**src/rtl/ssi_pkg.sv**
```systemverilog
// ----------------------------------------------------------------------------
// ssi_pkg: shared constants for the segment intersection block
// Default coordinate width and the depth of the front end, which the top level
// needs in order to lay out its stage enables.
// ----------------------------------------------------------------------------
package ssi_pkg;

  // Width of one signed fixed-point coordinate.
  localparam int COORD_BITS = 16;

  // Register stages in the cross-product front end.
  localparam int FRONT_STAGES = 5;

endpackage

```
**src/rtl/ssi_div.sv**
```systemverilog
// ----------------------------------------------------------------------------
// ssi_div: pipelined restoring divider
// One quotient bit per stage. A side word rides along with each item.
// ----------------------------------------------------------------------------
module ssi_div #(
  parameter int COORD_BITS = ssi_pkg::COORD_BITS,
  parameter int SIDE_W     = 1
) (
  input  logic                        clk,
  input  logic [COORD_BITS-1:0]       en,
  input  logic [3*COORD_BITS+1:0]     num,
  input  logic [2*COORD_BITS+1:0]     den,
  input  logic [SIDE_W-1:0]           side_in,
  output logic [COORD_BITS-1:0]       quot,
  output logic [SIDE_W-1:0]           side_out
);

  localparam int QW = COORD_BITS;         // quotient bits, one per stage
  localparam int MW = 2 * COORD_BITS + 2; // divisor and remainder

  logic [MW-1:0]     rem_q  [QW];
  logic [QW-1:0]     lq_q   [QW];  // dividend bits still to shift in, quotient bits in
  logic [MW-1:0]     den_q  [QW];
  logic [SIDE_W-1:0] side_q [QW];

  for (genvar k = 0; k < QW; k++) begin : g_stage
    logic [MW-1:0]     rem_prev, den_prev;
    logic [QW-1:0]     lq_prev;
    logic [SIDE_W-1:0] side_prev;
    logic [MW:0]       sh, diff;
    logic              ge;

    if (k == 0) begin : g_first
      assign rem_prev  = num[3*COORD_BITS+1:QW];
      assign lq_prev   = num[QW-1:0];
      assign den_prev  = den;
      assign side_prev = side_in;
    end else begin : g_next
      assign rem_prev  = rem_q[k-1];
      assign lq_prev   = lq_q[k-1];
      assign den_prev  = den_q[k-1];
      assign side_prev = side_q[k-1];
    end

    assign sh   = {rem_prev, lq_prev[QW-1]};
    assign diff = sh - {1'b0, den_prev};
    assign ge   = (sh >= {1'b0, den_prev});

    always_ff @(posedge clk) begin
      if (en[k]) begin
        rem_q[k]  <= ge ? diff[MW-1:0] : sh[MW-1:0];
        lq_q[k]   <= {lq_prev[QW-2:0], ge};
        den_q[k]  <= den_prev;
        side_q[k] <= side_prev;
      end
    end
  end

  assign quot     = lq_q[QW-1];
  assign side_out = side_q[QW-1];

endmodule

```
**config.mk**
```make
export PLATFORM = sky130hd
export DESIGN_NAME = ssi_div
export DESIGN_NICKNAME = d
export VERILOG_FILES = /design/src/rtl/ssi_pkg.sv /design/src/rtl/ssi_div.sv
export SDC_FILE = /design/constraint.sdc
export NUM_CORES = 2
export LEC_CHECK = 0
export BUFFER_PORTS_ARGS = -buffer_cell sky130_fd_sc_hd__clkbuf_2
export CAP_MARGIN = 0
export CORE_MARGIN = 5
export CORE_UTILIZATION = 40
export DETAILED_ROUTE_END_ITERATION = 8
export GPL_ROUTABILITY_DRIVEN = 0
export GPL_TIMING_DRIVEN = 0
export HOLD_SLACK_MARGIN = 0.05
export SLEW_MARGIN = 20
export SYNTH_ARGS = -nofsm -noshare
export SYNTH_HDL_FRONTEND = slang
export SYNTH_SLANG_ARGS = --single-unit
```
**constraint.sdc**
```tcl
create_clock -name clk -period 7.91 [get_ports clk]
set_input_delay 0.791 -clock clk [delete_from_list [all_inputs] [get_ports clk]]
set_output_delay 0.791 -clock clk [all_outputs]
set_load 0.02 [all_outputs]
```
## After elaboration in Yosys (flattened, before gate mapping)

Memories as Yosys holds them, arrays and structs flattened.
Index checks and enable logic that the tools add are counted.

| operators by class | value |
|---|---|
| add/subtract/negate cells | 16 |
| multiply operators | 0 |
| divide/modulo/power cells | 0 |
| $lt $le $gt $ge | 16 |
| equal/unequal tests | 0 |
| shift-type cells | 0 |
| multiplexer cells | 48 |
| bitwise logic cells | 0 |
| reduce and logical (&&, ||, !) cells | 0 |

Operators by type and width:

| kind | count |
|---|---|
| 35-bit by 34-bit greater-or-equal comparator with 1-bit output | 16 |
| 34-bit 2-to-1 mux | 16 |
| 34-bit subtractor | 16 |
| 1-bit 2-to-1 mux | 32 |

| storage, ports and cells | value |
|---|---|
| flip-flop bits (word level) | 0 |
| latch bits | 0 |
| bits in writable memories | 1360 |
| bits in read-only memories | 0 |
| output and inout port bits | 17 |
| word-level logic and storage cells | 84 |
| memories | 4 |

Memories:

| name | depth | bits a word | rd ports | clocked after memory_dff | write ports | RTL line | text |
|---|---|---|---|---|---|---|---|
| den_q | 16 | 34 | 15 | 0 | 16 | ssi_div.sv:23 | `logic [MW-1:0] den_q [QW];` |
| rem_q | 16 | 34 | 15 | 0 | 16 | ssi_div.sv:21 | `logic [MW-1:0] rem_q [QW];` |
| lq_q | 16 | 16 | 16 | 0 | 16 | ssi_div.sv:22 | `logic [QW-1:0] lq_q [QW];` |
| side_q | 16 | 1 | 16 | 0 | 16 | ssi_div.sv:24 | `logic [SIDE_W-1:0] side_q [QW];` |

## Longest topological paths before layout

| logic depth | value |
|---|---|
| depth after elaboration | 2 |
| mapped depth | 15 |
| mapped depth without buffers | 14 |

## Worst setup path before layout

Ideal clock, no wire load.

| timing | value |
|---|---|
| kind | in2reg |
| start | input num[15] |
| end | memory rem_q[0][30] in the netlist's numbering, data pin |
| setup time | 0.260 ns |
| data arrival time | 3.283 ns |
| required time | 7.650 ns |
| setup slack | 4.367 ns |
| stages on the path | 14 |
| buffers on the path | 0 |
| path through | inv_1 ha_1 inv_1 fa_1 a21o_1 a21oi_1 o21ai_0 nand3_1 a21oi_1 nor4b_1 or2_2 o311ai_0 xor2_1 mux2_2 |

RTL lines:

| item | RTL line | text |
|---|---|---|
| start: declaration | ssi_div.sv:11 | `input logic [3*COORD_BITS+1:0] num,` |
| end: declaration | ssi_div.sv:21 |  |

==> flow_metrics.tcl <==
set metrics [dict create \
    cts_max_level 4 \
    clk_latency_ns 0.79 \
    cp_common_cell "clkbuf_1" \
    rsz0062_at_grt "false" \
    grt_start_max_net_pins 59 \
    grt_pass1_vias 51817 \
    core-area_mm2 0.183 \
    switching_share 0.384 \
    fin_crit_sh 0.611 \
    cp_slowest_cell "o31ai_1" \
    drtIter0Drc 2697 \
    worstHoldStart "num[2]" \
    post-place-ws_ns 2.78 \
    cts_tree "built" \
    synth_edf_count 1292 \
    combPwrFrac 0.473 \
    start_kind "register" \
    grt_usage 0.182 \
    slew_headroom 0.130 \
    die_y_um 440 \
    synth-seq-cells 1292 \
    min_path_type "in2reg" \
    vias 49648 \
    finClkSkew_ns 0.0358 \
    ant_nets 0 \
    vdd.ir_drop.worst_v 0.000193 \
    path_delay_family "compound AO/OA/AOI/OAI gates" \
    p_seq_frac 0.329 \
    drv_cap 0 \
    tns_ns 0 \
    crit_path_start "rem_q[1][145]$_DFFE_PP_" \
    seq_area_frac_synth 0.526 \
    die_area_mm2 0.193 \
    path_cells "ha_1, clkbuf_1, a21oi_1, o21ai_0, a31oi_1, a21oi_1, o31ai_1, nand3_1, a31oi_1, clkbuf_1, clkbuf_1, o21ai_0" \
    post_dp_cell_area_mm2 0.0780 \
    drive_gt1_frac 0.105 \
    yosysWarnings 0 \
    std_cell_rows 157 \
    dp_hpwl_mm 143 \
    setup_slack_ns 3.08 \
    fin_crit_ns 4.83 \
    wire_per_inst_um 19.1 \
    drt-vias-per-instance 5.32 \
    synth_cell_types 102 \
    synth_nets 7115 \
    cts-root-buf "clkbuf_16" \
    grt.overflow.total 0 \
    finalHoldViolations 0 \
    p_clk_frac 0.198 \
    grt_pass1_wl_mm 275 \
    cts-resized-gates 0 \
    fin_nets 7401 \
    crit_type "reg2reg" \
    drcViolationCount 0 \
    rr_startpoint "rem_q[1][145]$_DFFE_PP_" \
    portBuffers 118 \
    ios 119 \
    grt_antenna_before_repair 1 \
    ctsLongestPathBuffers 3 \
    critPathRequiredTime_ns 8.40 \
    area_growth_pct 12.1 \
    post_cts_buffers 0 \
    synth_area_per_cell_um2 11.4 \
    synthArstFlopShare 0 \
    switchingPower_mw 12.9 \
    worstPathMaxFanout 10 \
    status "complete, no violations" \
    initial_core_util 0.403 \
    netlist_instances 6454 \
    setup_viol 0 \
    fmax_mhz 207 \
    max_stage_delay_ns 0.76 \
    wirelength_mm 178 \
    p_int_mw 20.8 \
    clkTransAtPathRegs_ns 0.06 \
    fin_area_mm2 0.0828 \
    final_util 0.452 \
    crit_buf_inv 3 \
    worstMarginPinSlew_ns 1.27 \
    synthFlopType "edfxtp_1" \
    cts_made_buffers 150 \
    end_kind "register" \
    cts.sinks 1292 \
    syn-cell-area_mm2 0.0738 \
    hold_buffers 0 \
    first_pass_iters 6 \
    powerDensity_mw_per_mm2 407 \
    slew_violations 0 \
    cp.arrival_ns 5.33 \
    die_width_um 440 \
    leakage_nw 34.1 \
]
[sequential cells by signal (all words and copies together), names as in the netlist]
register / cells
side_q: 16
rem_q: 510
den_q: 510
lq_q: 256
[metrics by stage]
step / std cells / hold WS [ns] / power, mW
global route: 9323 / 0.122 / 35.9
floorplan: 6454 / 0.400 / 22.6
global placement: 9036 / 0.402 / 26.6
CTS: 9323 / 0.109 / 33.8
finish: 9325 / 0.188 / 33.7
detailed placement: 9052 / 0.405 / 26.9
[worst paths after layout]
path                                                 to  slack, ns  depth (start not counted)
worst max-delay path            rem_q[1][202]$_DFFE_PP_       3.08                         12
worst min-delay path               lq_q[0][3]$_DFFE_PP_       0.19                          1
worst max register to register  rem_q[1][202]$_DFFE_PP_       3.08                         12
worst min register to register    lq_q[0][84]$_DFFE_PP_       0.38                          0
[cells in the mapped netlist (all sizes together) (90+ instances only)]
cell	count	share of area
a21o	331	0.034
a21oi	551	0.038
clkbuf	106	0.0054
edfxtp	1292	0.53
ha	544	0.092
inv	689	0.035
mux2	261	0.042
nand2	403	0.021
nand3	102	0.0070
nor2	325	0.017
o21ai	340	0.024
o21bai	90	0.0092
xnor2	274	0.033
xor2	164	0.019
[layout by cell type, fill, tap and decap left out, types with 132 or more instances in the layout]
| cell | instances |
|---|---|
| mux2_2 | 203 |
| clkbuf_16 | 151 |
| nand2_1 | 402 |
| xor2_1 | 164 |
| a21oi_1 | 548 |
| ha_1 | 544 |
| xnor2_1 | 274 |
| a21o_1 | 331 |
| edfxtp_1 | 1292 |
| nor2_1 | 325 |
| inv_1 | 689 |
| clkbuf_1 | 132 |
| o21ai_0 | 312 |
[cell families (layout without fill, tap and decap cells)]
| group | count (synthesis) | in the layout | share of synthesized area |
|---|---|---|---|
| other | 0 | 2 | 0 |
| xor gates and xnor gates | 438 | 438 | 0.0520 |
| AOI/OAI and AO/OA | 1745 | 1745 | 0.154 |
| buffers and inverters | 867 | 1272 | 0.0465 |
| muxes | 276 | 276 | 0.0437 |
| and+or+nand+nor | 1277 | 1277 | 0.0821 |
| DFF | 1292 | 1292 | 0.526 |
| adders and majority gates | 559 | 559 | 0.0963 |
[cell type report]
type	instances	area (um2)
Multi-Input combinational cell	4295	31600
Tap cell	2464	3080
Buffer	177	845
Timing Repair Buffer	134	1050
Fill cell	16606	101000
Antenna cell	2	5.00
Clock buffer	177	3880
Sequential cell	1292	38800
Clock inverter	94	915
Inverter	690	2590
[power groups by stage]
stage | clock network [mW] | registers (mW) | logic, mW
global placement | 0 | 11.2 | 15.5
floorplan | 0 | 10.7 | 11.9
CTS | 6.87 | 11.1 | 15.8
finish | 6.68 | 11.1 | 15.9
global route | 7.16 | 11.2 | 17.5
detailed placement | 0 | 11.2 | 15.7
[worst reg2reg max path: stages (launching register included)]
cell	delay, ns
edfxtp_1	0.44
ha_1	0.31
clkbuf_1	0.23
a21oi_1	0.18
o21ai_0	0.21
a31oi_1	0.41
a21oi_1	0.19
o31ai_1	0.76
nand3_1	0.23
a31oi_1	0.25
clkbuf_1	0.64
clkbuf_1	0.50
o21ai_0	0.20
[per-layer routing]
layer | vias up | GRT usage | wire, um
met5 | - | 0 | 0
met4 | 0 | 0.141 | 15500
met3 | 607 | 0.0250 | 5550
met2 | 1276 | 0.357 | 96600
met1 | 23401 | 0.166 | 60400
li1 | 24364 | - | -
No activity file was read; power rests on OpenSTA's default activity.
